<file path="src/design/ddfp_pkg.sv">
package ddfp_pkg;

    localparam int FIELD_INDEX_W = 5;
    localparam int SCALE_W       = 24;

    localparam logic [7:0] CH_SPACE = 8'h20;
    localparam logic [7:0] CH_TAB   = 8'h09;
    localparam logic [7:0] CH_CR    = 8'h0D;
    localparam logic [7:0] CH_LF    = 8'h0A;
    localparam logic [7:0] CH_MINUS = 8'h2D;
    localparam logic [7:0] CH_POINT = 8'h2E;
    localparam logic [7:0] CH_ZERO  = 8'h30;
    localparam logic [7:0] CH_NINE  = 8'h39;

    typedef enum logic [1:0] {
        PH_IDLE,
        PH_INT,
        PH_FRAC,
        PH_DEAD
    } ddfp_phase_t;

    typedef struct packed {
        logic                     saturated;
        logic [FIELD_INDEX_W-1:0] field_index;
    } ddfp_tag_t;

    // 10^n for n up to 6
    function automatic logic [SCALE_W-1:0] pow10(input logic [2:0] n);
        logic [SCALE_W-1:0] r;
        case (n)
            3'd0:    r = SCALE_W'(1);
            3'd1:    r = SCALE_W'(10);
            3'd2:    r = SCALE_W'(100);
            3'd3:    r = SCALE_W'(1000);
            3'd4:    r = SCALE_W'(10000);
            3'd5:    r = SCALE_W'(100000);
            default: r = SCALE_W'(1000000);
        endcase
        return r;
    endfunction

endpackage

</file>
<file path="src/design/ddfp_parser.sv">
module ddfp_parser
    import ddfp_pkg::*;
#(
    parameter int FRAC_DIGITS = 3,
    parameter int MAX_FIELDS  = 20,
    parameter int VALUE_WIDTH = 32
) (
    input  logic                   clk,
    input  logic                   rst_n,
    input  logic                   step,
    input  logic [7:0]             char_byte,
    input  logic                   end_of_line,
    input  logic                   skip_first_token,
    output logic                   emit,
    output logic [VALUE_WIDTH-1:0] value,
    output ddfp_tag_t              tag
);

    localparam int MW = VALUE_WIDTH - 1;
    localparam int EW = (VALUE_WIDTH + 4 > 26) ? VALUE_WIDTH + 4 : 26;
    localparam int CW = (FRAC_DIGITS > 0) ? $clog2(FRAC_DIGITS + 1) : 1;
    localparam int TW = $clog2(MAX_FIELDS + 2);
    localparam int IW = (TW > FIELD_INDEX_W) ? TW : FIELD_INDEX_W;
    localparam logic [EW-1:0] VMAX_EXT = EW'({MW{1'b1}});

    ddfp_phase_t   phase_reg, phase_next;
    logic          neg_reg, neg_next;
    logic [MW-1:0] mag_reg, mag_next;
    logic [CW-1:0] cnt_reg, cnt_next;
    logic          ovf_reg, ovf_next;
    logic [TW-1:0] tcount_reg, tcount_next;

    logic          is_sep, is_digit, is_minus, is_point;
    logic [3:0]    digit;
    logic [2:0]    fexp;
    logic [EW-1:0] mag_ext, int_sum, frac_sum, pushed;
    logic          push;
    logic          closing;
    logic [TW-1:0] idx;
    logic [IW-1:0] idx_ext;
    logic [VALUE_WIDTH-1:0] mag_full;

    assign is_sep   = (char_byte == CH_SPACE) || (char_byte == CH_TAB) ||
                      (char_byte == CH_CR) || (char_byte == CH_LF);
    assign is_digit = (char_byte >= CH_ZERO) && (char_byte <= CH_NINE);
    assign is_minus = (char_byte == CH_MINUS);
    assign is_point = (char_byte == CH_POINT);
    assign digit    = char_byte[3:0];
    // weight of the next fraction digit: 10^(FRAC_DIGITS-1-count)
    assign fexp     = 3'(FRAC_DIGITS - 1 - int'(cnt_reg));

    // the accumulator holds the value already scaled by 10^FRAC_DIGITS
    assign mag_ext  = EW'(mag_reg);
    assign int_sum  = (mag_ext << 3) + (mag_ext << 1) +
                      EW'(digit) * EW'(pow10(3'(FRAC_DIGITS)));
    assign frac_sum = mag_ext + EW'(digit) * EW'(pow10(fexp));

    assign closing  = step && (end_of_line || is_sep) && (phase_reg != PH_IDLE);

    always_comb
    begin
        phase_next  = phase_reg;
        neg_next    = neg_reg;
        mag_next    = mag_reg;
        cnt_next    = cnt_reg;
        ovf_next    = ovf_reg;
        tcount_next = tcount_reg;
        push        = 1'b0;
        pushed      = int_sum;

        if (step) begin
            if (end_of_line || is_sep) begin
                if (phase_reg != PH_IDLE) begin
                    phase_next = PH_IDLE;
                    neg_next   = 1'b0;
                    mag_next   = '0;
                    cnt_next   = '0;
                    ovf_next   = 1'b0;
                    if (tcount_reg < TW'(MAX_FIELDS + 1)) begin
                        tcount_next = tcount_reg + 1'b1;
                    end
                end
                if (end_of_line) begin
                    tcount_next = '0;
                end
            end else begin
                unique case (phase_reg)
                    PH_IDLE, PH_INT:
                    begin
                        phase_next = PH_INT;
                        if (phase_reg == PH_IDLE && is_minus) begin
                            neg_next = 1'b1;
                        end else if (is_digit) begin
                            push = 1'b1;
                        end else if (is_point) begin
                            phase_next = PH_FRAC;
                        end else begin
                            phase_next = PH_DEAD;
                        end
                    end
                    PH_FRAC:
                    begin
                        if (is_digit) begin
                            if (cnt_reg < CW'(FRAC_DIGITS)) begin
                                push     = 1'b1;
                                pushed   = frac_sum;
                                cnt_next = cnt_reg + 1'b1;
                            end
                        end else begin
                            phase_next = PH_DEAD;
                        end
                    end
                    PH_DEAD:
                    begin
                        phase_next = PH_DEAD;
                    end
                    default:
                    begin
                        phase_next = PH_DEAD;
                    end
                endcase
                if (push) begin
                    if (pushed > VMAX_EXT) begin
                        mag_next = {MW{1'b1}};
                        ovf_next = 1'b1;
                    end else begin
                        mag_next = MW'(pushed);
                    end
                end
            end
        end
    end

    // result of the token that closes in this cycle
    always_comb
    begin
        idx      = tcount_reg - TW'(skip_first_token);
        idx_ext  = IW'(idx);
        mag_full = VALUE_WIDTH'(mag_reg);
        emit     = closing && !(skip_first_token && tcount_reg == '0) &&
                   (idx < TW'(MAX_FIELDS));
        value    = neg_reg ? (-mag_full) : mag_full;
        tag.saturated   = ovf_reg;
        tag.field_index = idx_ext[FIELD_INDEX_W-1:0];
    end

    always_ff @(posedge clk or negedge rst_n)
    begin
        if (!rst_n) begin
            phase_reg  <= PH_IDLE;
            neg_reg    <= 1'b0;
            mag_reg    <= '0;
            cnt_reg    <= '0;
            ovf_reg    <= 1'b0;
            tcount_reg <= '0;
        end else begin
            phase_reg  <= phase_next;
            neg_reg    <= neg_next;
            mag_reg    <= mag_next;
            cnt_reg    <= cnt_next;
            ovf_reg    <= ovf_next;
            tcount_reg <= tcount_next;
        end
    end

endmodule

</file>
<file path="src/design/delimited_decimal_field_parser.sv">
// Channel  Handshake            Payload
// -------  -------------------  ---------------------------------
// in       in_valid / in_ready  char_byte, end_of_line
// out      out_valid/out_ready  value, saturated, field_index
// cfg      cfg_wr_en            cfg_wr_data (skip_first_token)
//
// One item per cycle while in_ready is high: the parse state and, for a
// closing token, the output register (or skid) load at the accepting
// edge, so out_valid is high the cycle after the closing delimiter or
// end_of_line is accepted. Output has a two-entry buffer (output register
// plus skid), so in_ready drops only when both entries hold results.
// Reset (async, rst_n low) clears parse state and both buffer entries and
// sets skip_first_token to 1.
module delimited_decimal_field_parser
    import ddfp_pkg::*;
#(
    parameter int FRAC_DIGITS = 3,
    parameter int MAX_FIELDS  = 20,
    parameter int VALUE_WIDTH = 32
) (
    input  logic                          clk,
    input  logic                          rst_n,
    input  logic                          in_valid,
    output logic                          in_ready,
    input  logic [7:0]                    char_byte,
    input  logic                          end_of_line,
    output logic                          out_valid,
    input  logic                          out_ready,
    output logic signed [VALUE_WIDTH-1:0] value,
    output logic                          saturated,
    output logic [FIELD_INDEX_W-1:0]      field_index,
    input  logic                          cfg_wr_en,
    input  logic                          cfg_wr_data
);

    logic                   skip_reg;
    logic                   accept;
    logic                   emit;
    logic [VALUE_WIDTH-1:0] res_value;
    ddfp_tag_t              res_tag;

    logic                   main_valid_reg, main_valid_next;
    logic [VALUE_WIDTH-1:0] main_value_reg, main_value_next;
    ddfp_tag_t              main_tag_reg, main_tag_next;
    logic                   skid_valid_reg, skid_valid_next;
    logic [VALUE_WIDTH-1:0] skid_value_reg, skid_value_next;
    ddfp_tag_t              skid_tag_reg, skid_tag_next;

    assign in_ready = !skid_valid_reg;
    assign accept   = in_valid && in_ready;

    ddfp_parser #(
        .FRAC_DIGITS (FRAC_DIGITS),
        .MAX_FIELDS  (MAX_FIELDS),
        .VALUE_WIDTH (VALUE_WIDTH)
    ) u_parser (
        .clk              (clk),
        .rst_n            (rst_n),
        .step             (accept),
        .char_byte        (char_byte),
        .end_of_line      (end_of_line),
        .skip_first_token (skip_reg),
        .emit             (emit),
        .value            (res_value),
        .tag              (res_tag)
    );

    always_comb
    begin
        main_valid_next = main_valid_reg;
        main_value_next = main_value_reg;
        main_tag_next   = main_tag_reg;
        skid_valid_next = skid_valid_reg;
        skid_value_next = skid_value_reg;
        skid_tag_next   = skid_tag_reg;

        if (skid_valid_reg) begin
            // no item accepted here, so only drain
            if (out_ready) begin
                main_value_next = skid_value_reg;
                main_tag_next   = skid_tag_reg;
                skid_valid_next = 1'b0;
            end
        end else if (emit) begin
            if (!main_valid_reg || out_ready) begin
                main_valid_next = 1'b1;
                main_value_next = res_value;
                main_tag_next   = res_tag;
            end else begin
                skid_valid_next = 1'b1;
                skid_value_next = res_value;
                skid_tag_next   = res_tag;
            end
        end else if (out_ready) begin
            main_valid_next = 1'b0;
        end
    end

    always_ff @(posedge clk or negedge rst_n)
    begin
        if (!rst_n) begin
            skip_reg       <= 1'b1;
            main_valid_reg <= 1'b0;
            skid_valid_reg <= 1'b0;
        end else begin
            if (cfg_wr_en) begin
                skip_reg <= cfg_wr_data;
            end
            main_valid_reg <= main_valid_next;
            skid_valid_reg <= skid_valid_next;
        end
    end

    always_ff @(posedge clk)
    begin
        main_value_reg <= main_value_next;
        main_tag_reg   <= main_tag_next;
        skid_value_reg <= skid_value_next;
        skid_tag_reg   <= skid_tag_next;
    end

    assign out_valid   = main_valid_reg;
    assign value       = main_value_reg;
    assign saturated   = main_tag_reg.saturated;
    assign field_index = main_tag_reg.field_index;

endmodule

</file>
<file path="config.mk">
export PLATFORM = sky130hd
export DESIGN_NAME = delimited_decimal_field_parser
export DESIGN_NICKNAME = d
export VERILOG_FILES = /design/src/design/ddfp_pkg.sv /design/src/design/ddfp_parser.sv /design/src/design/delimited_decimal_field_parser.sv
export SDC_FILE = /design/constraint.sdc
export NUM_CORES = 1
export LEC_CHECK = 0
export BUFFER_PORTS_ARGS = -buffer_cell sky130_fd_sc_hd__buf_2
export CAP_MARGIN = 20
export CORE_MARGIN = 1.5
export CORE_UTILIZATION = 45
export CTS_CLUSTER_SIZE = 16
export DETAILED_ROUTE_END_ITERATION = 12
export GPL_ROUTABILITY_DRIVEN = 0
export GPL_TIMING_DRIVEN = 1
export PLACE_DENSITY = 0.72
export SLEW_MARGIN = 20
export SYNTH_ARGS = -nofsm -noshare
export SYNTH_HDL_FRONTEND = slang
export SYNTH_SLANG_ARGS = --single-unit
export TNS_END_PERCENT = 10
</file>
<file path="constraint.sdc">
create_clock -name clk -period 9.3 [get_ports clk]
set_clock_uncertainty 0.15 [all_clocks]
set_input_delay 2.79 -clock clk [delete_from_list [all_inputs] [get_ports clk]]
set_output_delay 2.79 -clock clk [all_outputs]
set_load 0.1 [all_outputs]
</file>
## Word level (Yosys, flattened, before mapping)

Cells that the tools add are included.

| word-level totals | value |
|---|---|
| register bits after elaboration | 121 |
| latch bits | 0 |
| bits in writable memories | 0 |
| memory bits (read-only) | 0 |
| input port bits | 15 |
| output and inout port bits | 40 |
| word-level logic and storage cells | 147 |
| memories | 0 |

| cells by class | value |
|---|---|
| add/sub/neg operators | 8 |
| $mul | 2 |
| div/mod/pow operators | 0 |
| order comparisons | 6 |
| equality and inequality tests | 18 |
| shift-type cells | 0 |
| muxes and demuxes | 54 |
| bitwise operators | 2 |
| reductions and logical operators | 42 |

Operator list:

| cell | count |
|---|---|
| 36-bit 2-to-1 mux | 5 |
| 32-bit 2-to-1 mux | 5 |
| 31-bit 2-to-1 mux | 4 |
| 20-bit case mux with 6 select lines | 1 |
| 36-bit by 14-bit adder with 36-bit output | 1 |
| 36-bit by 31-bit > comparator with 1-bit output (second input constant) | 1 |
| 34-bit by 32-bit adder with 35-bit output | 1 |
| 31-bit by 28-bit adder with 32-bit output | 1 |
| 31-bit negator with 32-bit output | 1 |
| 2-bit nonzero test | 13 |
| 8-bit by 4-bit == test with 1-bit output (second input constant) | 3 |
| 8-bit by 6-bit == test with 1-bit output (second input constant) | 3 |
| 4-bit by 20-bit multiplier with 24-bit output | 1 |
| 6-bit 2-to-1 mux | 4 |
| 1-bit 2-to-1 mux | 21 |
| 2-bit 2-to-1 mux | 9 |
| 5-bit 2-to-1 mux | 3 |
| 3-bit AND reduction | 5 |
| 4-bit AND reduction | 3 |
| 4-bit by 7-bit multiplier with 11-bit output (second input constant) | 1 |
| 5-bit less-than comparator (second input constant) | 2 |
| 8-bit by 6-bit >= comparator with 1-bit output (second input constant) | 1 |
| 8-bit by 6-bit less-or-equal comparator with 1-bit output (second input constant) | 1 |
| 1-bit logical AND | 8 |
| other kinds (23) | 34 |

## Logic depth before layout (Yosys ltp)

Gate-level depths: netlist (run 1).

| logic depth | value |
|---|---|
| word-level depth | 14 |
| gate-level depth with buffers | 31 |
| mapped depth without buffers | 30 |

## By module

Synthesis (run 1) repeated with hierarchy kept, for this count alone.

| unflattened totals | value |
|---|---|
| cells, all modules | 1237 |
| area, all modules | 11910.2 um2 |

By module, submodules not included:

| module | times used | cells each | area each (um2) | sequential area each (um2) |
|---|---|---|---|---|
| ddfp_parser | 1 | 1105 | 8839.7 | 1051.0 |
| delimited_decimal_field_parser | 1 | 132 | 3070.4 | 2358.5 |

## Least setup slack after synthesis (run 1)

Ideal clock, no wire load.

| timing path | value |
|---|---|
| kind | input to register |
| from | input port char_byte[1] |
| to | register u_parser.mag_reg[19] |
| setup time | 0.149 ns |
| arrival | 8.836 ns |
| data required time | 9.001 ns |
| path slack | 0.165 ns |
| stages on the path | 26 |
| path buffers | 2 |
| path through | clkbuf_1 -> nand2_1 -> fa_1 -> inv_1 -> fa_1 -> fa_1 -> a21o_1 -> a21oi_1 -> o21bai_1 -> a2111oi_0 -> nor3_1 -> o31ai_1 -> o21ai_0 -> nor2_1 -> xnor2_1 -> ha_1 -> a21oi_1 -> o21ai_0 -> or4_1 -> o21ai_0 -> o21ai_0 -> a21oi_1 -> o21ai_0 -> o21ai_4 -> buf_6 -> a31oi_2 |

| between the ends | value |
|---|---|
| word-level cells in the longest chain between the ends | 11 |
| elaborated cells between the ends (all ways) | 35 |
| those cells by class | add/sub: 2; mul: 2; order compare: 3; eq/ne: 6; mux: 14; reduce/logical: 8 |

Ends and longest elaborated chain:

| item | RTL line | text |
|---|---|---|
| from (decl) | delimited_decimal_field_parser.sv:25 | `input logic [7:0] char_byte,` |
| 4-bit by 20-bit multiplier with 24-bit output / 4-bit by 7-bit multiplier with 11-bit output (equally long branches) | ddfp_parser.sv:56, ddfp_parser.sv:55 |  |
| 31-bit by 28-bit adder with 32-bit output / 36-bit by 14-bit adder with 36-bit output (equally long branches) | ddfp_parser.sv:56, ddfp_parser.sv:54 |  |
| 36-bit 2-to-1 mux | ddfp_parser.sv:104 | `if (cnt_reg < CW'(FRAC_DIGITS)) begin` |
| 36-bit 2-to-1 mux | ddfp_parser.sv:103 | `if (is_digit) begin` |
| 36-bit 2-to-1 mux | ddfp_parser.sv:87 | `unique case (phase_reg)` |
| 36-bit 2-to-1 mux | ddfp_parser.sv:72 | `if (end_of_line \|\| is_sep) begin` |
| 36-bit 2-to-1 mux | ddfp_parser.sv:71 | `if (step) begin` |
| 36-bit by 31-bit > comparator with 1-bit output | ddfp_parser.sv:123 | `if (pushed > VMAX_EXT) begin` |
| 31-bit 2-to-1 mux | ddfp_parser.sv:123 |  |
| 31-bit 2-to-1 mux | ddfp_parser.sv:122 | `if (push) begin` |
| 31-bit 2-to-1 mux | ddfp_parser.sv:72 |  |
| to (signal assigned) | ddfp_parser.sv:159 | `mag_reg <= mag_next;` |
| to (decl) | ddfp_parser.sv:28 | `logic [MW-1:0] mag_reg, mag_next;` |

Parallel ways exist; a longest one is shown, timed or not. The select of a mux whose other input is x is not followed.
A chain may end at the register's enable or synchronous reset.

## Worst setup path after layout (run 1)

| timing path | value |
|---|---|
| from | input port char_byte[1] |
| to | register u_parser.mag_reg[27] |

Same word-level chain as after synthesis.

==> flow_summary.yaml, run 1 <==
cells_and_area:
  diodes: 0
  stdcell_area_um2: 13900
  drive_gt1_share_pct: 13.5
  final_util_pct: 51.1
  area_growth_pct: 11.1
  final_nets: 1613
worst_hold_path:
  worstHoldStart: "u_parser.ovf_reg$_DFFE_PN0P_"
  min_path_type: "flop to flop"
  min_to: "skid_tag_reg[5]$_DFFE_PP_"
  whs_path_depth: 0
worst_setup_path:
  rrSetupSlack_ps: 1970
  crit_slowest_cell: "fa_1"
  rr_startpoint: "u_parser.cnt_reg[0]$_DFFE_PN0P_"
  rr_worst_depth: 29
  cp_max_fo: 5
  critPathArrivalTime_ps: 8970
  cp.required_ps: 9390
  worst_setup_path_end_kind: "flop"
  critPathLaunchType: "primary input"
  worstSetupPathType: "primary input to flop"
  slowest_delay_ps: 550
  r2r_end: "u_parser.mag_reg[27]$_DFFE_PN0P_"
drt:
  firstDrtPassIters: 5
  drtAntennaViolNets: 0
  vias: 10500
  drc: 0
  wl_um: 31100
  drt_iter0_drc: 698
  vias_per_cell: 5.77
  wl_per_cell_um: 17.1
placement:
  dpl_cell_area_um2: 13200
  place_ws_ps: -133
  port_buffers: 54
  dp_hpwl_um: 24200
cts:
  cts_root_buf: "clkbuf_16"
  cts_tree: "built"
  post_cts_buffers: 0
  path_clk_slew_ps: 50
  numCtsBuffers: 17
  clock_path_buffers: 2
  cts_hold_buf: 0
  clk_latency_ps: 410
  cts.htree.levels: 4
  cts_sinks: 121
logic_synthesis:
  synthFlopType: "edfxtp_1"
  ys_seq_elements: 121
  yosysTopAreaCell: "edfxtp_1"
  synth_most_common_cell: "ha_1"
  synth_top_cell_area_share_pct: 18.3
  synth_cells: 1379
  ys_seq_area_share_pct: 27.3
  synthTopCellsByCount: "ha_1, o21ai_0, nand2_1, inv_1, nor2_1"
  synth_nets: 1560
  synth_warnings: 0
  ys_types: 89
  syn_area_per_cell_um2: 9.05
  synth.area.top_cells: "edfxtp_1, ha_1, dfrtp_1"
  netlist_area_um2: 12500
  synth_edf_count: 76
  async_reset_ff_share_pct: 37.2
global_routing:
  grt_pass1_vias: 9936
  overflow: 0
  grt_usage_pct: 21.9
  grt_max_degree: 52
  grt_pass1_wl_um: 50500
  antenna_found_initial: 0
run:
  cap_violations: 0
die:
  die_h_um: 170
  core-area_um2: 27100
  start_util_pct: 46.1
  die_area_um2: 28700
  die_x_um: 170
  fp-row-count: 60
  io-pin-count: 55
sta:
  period_minus_slack_ps: 8870
  slew_headroom_pct: 31.4
  setup_ws_ps: 429
  worstMarginPinSlew_ps: 1020
  finalHoldViolCount: 0
  max_clock_freq_mhz: 113
  maxSlewViolCount: 0
  setup-violations-final: 0
  period_share_pct: 95.4
pwr:
  powerDensity_nw_per_um2: 194
  switchingPower_mw: 1.14
  combPwrFrac_pct: 48.6
  p_seq_share_pct: 26.2
  p_int_mw: 1.55
  clockPowerShare_pct: 25.2
  ir_drop_mv: 0.110
  p_sw_share_pct: 42.5
  leakagePower_nw: 6.30
outcome:
  outcome: "finished clean"
stage by stage:
step           std cells  hold slack (ps)  TNS (ps)  power, mW
4_1_cts             1816              337         0       2.68
3_3_place_gp        1784              317      -348       1.98
3_5_place_dp        1784              316     -2740       2.00
6_report            1817              332         0       2.69
2_1_floorplan       1379              293         0       1.72
5_1_grt             1817              358     -8.02       2.85
logic make-up after synthesis:
kind of cell | Yosys count | synth area share (%)
flip-flops | 121 | 27.3
XOR/XNOR | 117 | 8.21
multiplexers | 44 | 3.98
AND/OR/NAND/NOR | 390 | 15.6
adder cells (fa/ha/maj) | 166 | 19.0
AO/OA/AOI/OAI | 393 | 21.2
buffers and inverters | 148 | 4.75
how the worst max path moves through the flow:
stage | depth (start not counted) | endpoint | start
3_5_place_dp | 27 | u_parser.mag_reg[5]$_DFFE_PN0P_ | char_byte[1]
5_1_grt | 28 | u_parser.mag_reg[27]$_DFFE_PN0P_ | char_byte[1]
2_1_floorplan | 26 | u_parser.mag_reg[19]$_DFFE_PN0P_ | char_byte[1]
6_report | 28 | u_parser.mag_reg[27]$_DFFE_PN0P_ | char_byte[1]
4_1_cts | 28 | u_parser.mag_reg[27]$_DFFE_PN0P_ | char_byte[1]
3_3_place_gp | 27 | u_parser.mag_reg[2]$_DFFE_PN0P_ | char_byte[1]
layer usage:
metal  vias to the layer above  share of wire [%]  global-route usage, %
li1                       5099                  -                      -
met1                      4979                 44                   28.4
met2                       340                 48                   37.6
met3                        58                5.5                   2.96
met4                         0                2.5                   7.16
met5                         -                  0                      0
layout make-up:
| cell class | count | area (µm²) |
|---|---|---|
| Inverter | 104 | 390 |
| Tap cell | 372 | 465 |
| Fill cell | 2451 | 13200 |
| Clock inverter | 12 | 174 |
| Timing Repair Buffer | 78 | 485 |
| Clock buffer | 20 | 437 |
| Sequential cell | 121 | 3410 |
| Multi-Input combinational cell | 1110 | 8500 |
power groups by stage:
stage          Combinational [mW]  Sequential [mW]  Clock [mW]
3_3_place_gp                 1.27            0.714           0
3_5_place_dp                 1.28            0.715           0
6_report                     1.31            0.706       0.677
4_1_cts                      1.29            0.705       0.683
2_1_floorplan               0.794            0.930           0
5_1_grt                      1.43            0.712       0.704
worst max-delay path, delay by kind of cell:
| family | cells | cell delay, ps |
|---|---|---|
| AOI/OAI and AO/OA | 12 | 2400 |
| xor gates and xnor gates | 2 | 280 |
| adders and majority gates | 4 | 1860 |
| buffers and inverters | 4 | 520 |
| muxes | 1 | 250 |
| and+or+nand+nor | 5 | 850 |
cell usage in the layout (no fill, tap or decap), drive strengths merged, types with 18 or more instances in the layout:
cell / n
ha: 127
o21ai: 126
nand2: 111
inv: 105
a21oi: 94
nor2: 93
xnor2: 86
buf: 78
edfxtp: 76
dfrtp: 44
fa: 39
mux2: 35
a31oi: 35
xor2: 31
nor3: 29
nand3: 28
a21o: 27
and3: 21
nand2b: 20
clkbuf: 20
nor2b: 18
what timing repair did:
| action | 4_1_cts | 5_1_grt |
|---|---|---|
| gates resized for setup | 0 | 5 |
| hold endpoints to repair | 0 | 0 |
| endpoints found under the setup margin | 0 | 31 |
No activity file was read; power rests on OpenSTA's default activity.
==> run 2: changes to the inputs <==
- CORE_UTILIZATION: 45 -> 60
- CTS_BUF_LIST: default -> sky130_fd_sc_hd__clkbuf_4 sky130_fd_sc_hd__clkbuf_8
- GPL_TIMING_DRIVEN: 1 -> default
- PLACE_DENSITY: 0.72 -> 0.89
==> run 2 against run 1 <==
Against the previous run: sequential share of layout area grew 0.58 points; cell count down 5.7%; worst setup slack worse by 60 ps; clock power fell by 26%; flip-flop and latch count unchanged; final area fell by 2.3%; register-to-register slack worse by 90 ps; power decreased by 5.1%; via count is 6.1% higher; non-clock buffer count is 1 lower; critical path type unchanged.
==> flow_summary.yaml, run 2 (same netlist as run 1, synthesis figures left out) <==
die:
  fp-row-count: 52
  start_util_pct: 61.5
  core-area_um2: 20300
  die_area_um2: 21700
  die_h_um: 147
  die_x_um: 147
  io-pin-count: 55
worst_setup_path:
  cp_max_fo: 14
  cp.required_ps: 9510
  critPathLaunchType: "primary input"
  worstSetupPathType: "primary input to flop"
  rr_worst_depth: 27
  critPathArrivalTime_ps: 9140
  worst_setup_path_end_kind: "flop"
  rrSetupSlack_ps: 1880
global_routing:
  grt_max_degree: 52
  grt_usage_pct: 29.5
  grt_pass1_wl_um: 51600
  antenna_found_initial: 0
  grt_pass1_vias: 10700
  overflow: 0
pwr:
  p_int_mw: 1.37
  ir_drop_mv: 0.0891
  p_sw_share_pct: 46.1
  powerDensity_nw_per_um2: 188
  leakagePower_nw: 6.23
  clockPowerShare_pct: 19.7
  switchingPower_mw: 1.18
  p_seq_share_pct: 27.6
  p_total_mw: 2.55
  combPwrFrac_pct: 52.6
drt:
  drc: 0
  vias: 11100
  topRoutingLayerUsed: "met4"
  met1_length_um: 12300
  drtAntennaViolNets: 0
  vias_per_cell: 6.48
  wl_per_cell_um: 18.6
  firstDrtPassIters: 6
  wl_met3_um: 2660
  drt_iter0_drc: 1089
  wl_met2_um: 15300
  wl_um: 31900
cts:
  clock_path_buffers: 2
  numCtsBuffers: 17
  cts_hold_buf: 0
  path_clk_slew_ps: 70
  cts_sinks: 121
  cts_root_buf: "clkbuf_8"
  cts_tree: "built"
  cts_resized: 0
  clk_latency_ps: 460
  cts.htree.levels: 4
  post_cts_buffers: 0
sta:
  finalHoldViolCount: 0
  setup-violations-final: 0
  maxSlewViolCount: 0
  period_share_pct: 96.0
  worstMarginPinSlew_ps: 1030
  max_clock_freq_mhz: 112
  period_minus_slack_ps: 8930
  slew_headroom_pct: 30.8
cells_and_area:
  final_nets: 1612
  stdcell_area_um2: 13500
  diodes: 0
  mostFrequentLayoutCells: "ha_1, o21ai_0, nand2_1"
  drive_gt1_share_pct: 13.6
  area_growth_pct: 8.52
  layout_commonest_cell: "ha_1"
outcome:
  outcome: "finished clean"
placement:
  port_buffers: 54
  dpl_cell_area_um2: 13100
  dp_hpwl_um: 24400
worst_hold_path:
  whs_path_depth: 2
  min_path_type: "flop to flop"
run:
  cap_violations: 0
[run 2: cell types whose count changed in the layout (fill, tap and decap cells not counted), sizes merged]
cell | previous run | this run
clkinvlp | 3 | 2
inv | 105 | 111
buf | 78 | 77
bufinv | 4 | 3
clkinv | 4 | 3
clkbuf | 20 | 17
[run 2: through the flow]
stage               setup TNS (ps)  utilization [%]  hold slack [ps]  setup slack, ps  std cells
finish                           0             66.7              376              370       1714
floorplan                        0                -              293              165       1379
detailed placement           -2200             64.5              337             -143       1681
CTS                              0             66.6              377              321       1713
global placement                 0             64.5              317              126       1681
global route                 -24.6             66.7              401            -13.9       1714
[run 2: worst max-delay path, cell delays in order]
cell and delay, ps:
buf_2 130, nand2_1 100, fa_1 540, inv_1 50, fa_1 520, fa_1 470
a21o_1 200, a21oi_1 220, o21bai_1 120, a2111oi_2 370, buf_4 170, nor3_1 60
o31ai_1 330, o21ai_0 190, o41ai_1 460, o21bai_1 110, a21oi_1 200, xnor2_1 130
ha_1 360, nand2_1 60, o21ai_0 300, a21oi_1 170, o21ai_0 460, o21ai_4 220
buf_12 210, a31oi_1 160
[run 2: final timing paths]
check	from	end
max	char_byte[1]	u_parser.mag_reg[3]$_DFFE_PN0P_
min	skid_value_reg[26]$_DFFE_PP_	value[26]$_DFFE_PP_
max reg2reg	u_parser.cnt_reg[1]$_DFFE_PN0P_	u_parser.mag_reg[3]$_DFFE_PN0P_
min reg2reg	skid_value_reg[26]$_DFFE_PP_	value[26]$_DFFE_PP_
max in group asynchronous	rst_n	u_parser.mag_reg[30]$_DFFE_PN0P_
min in group asynchronous	rst_n	u_parser.tcount_reg[1]$_DFFE_PN0P_
[run 2: metal layers]
layer / global-route usage (%) / up-vias
li1: - / 5093
met1: 35.5 / 5246
met2: 50.0 / 610
met3: 5.43 / 162
met4: 16.2 / 0
met5: 0 / -
[run 2: final cells by class]
class / count / area, µm²
Clock buffer: 17 / 234
Clock inverter: 15 / 188
Fill cell: 1472 / 6760
Inverter: 104 / 390
Multi-Input combinational cell: 1110 / 8500
Sequential cell: 121 / 3410
Tap cell: 270 / 338
Timing Repair Buffer: 77 / 488
[run 2: power by group through the flow]
stage	Clock (mW)	Combinational, mW	Sequential (mW)
3_5_place_dp	0	1.30	0.714
6_report	0.504	1.34	0.705
5_1_grt	0.525	1.46	0.710
2_1_floorplan	0	0.794	0.930
3_3_place_gp	0	1.26	0.711
4_1_cts	0.503	1.31	0.703
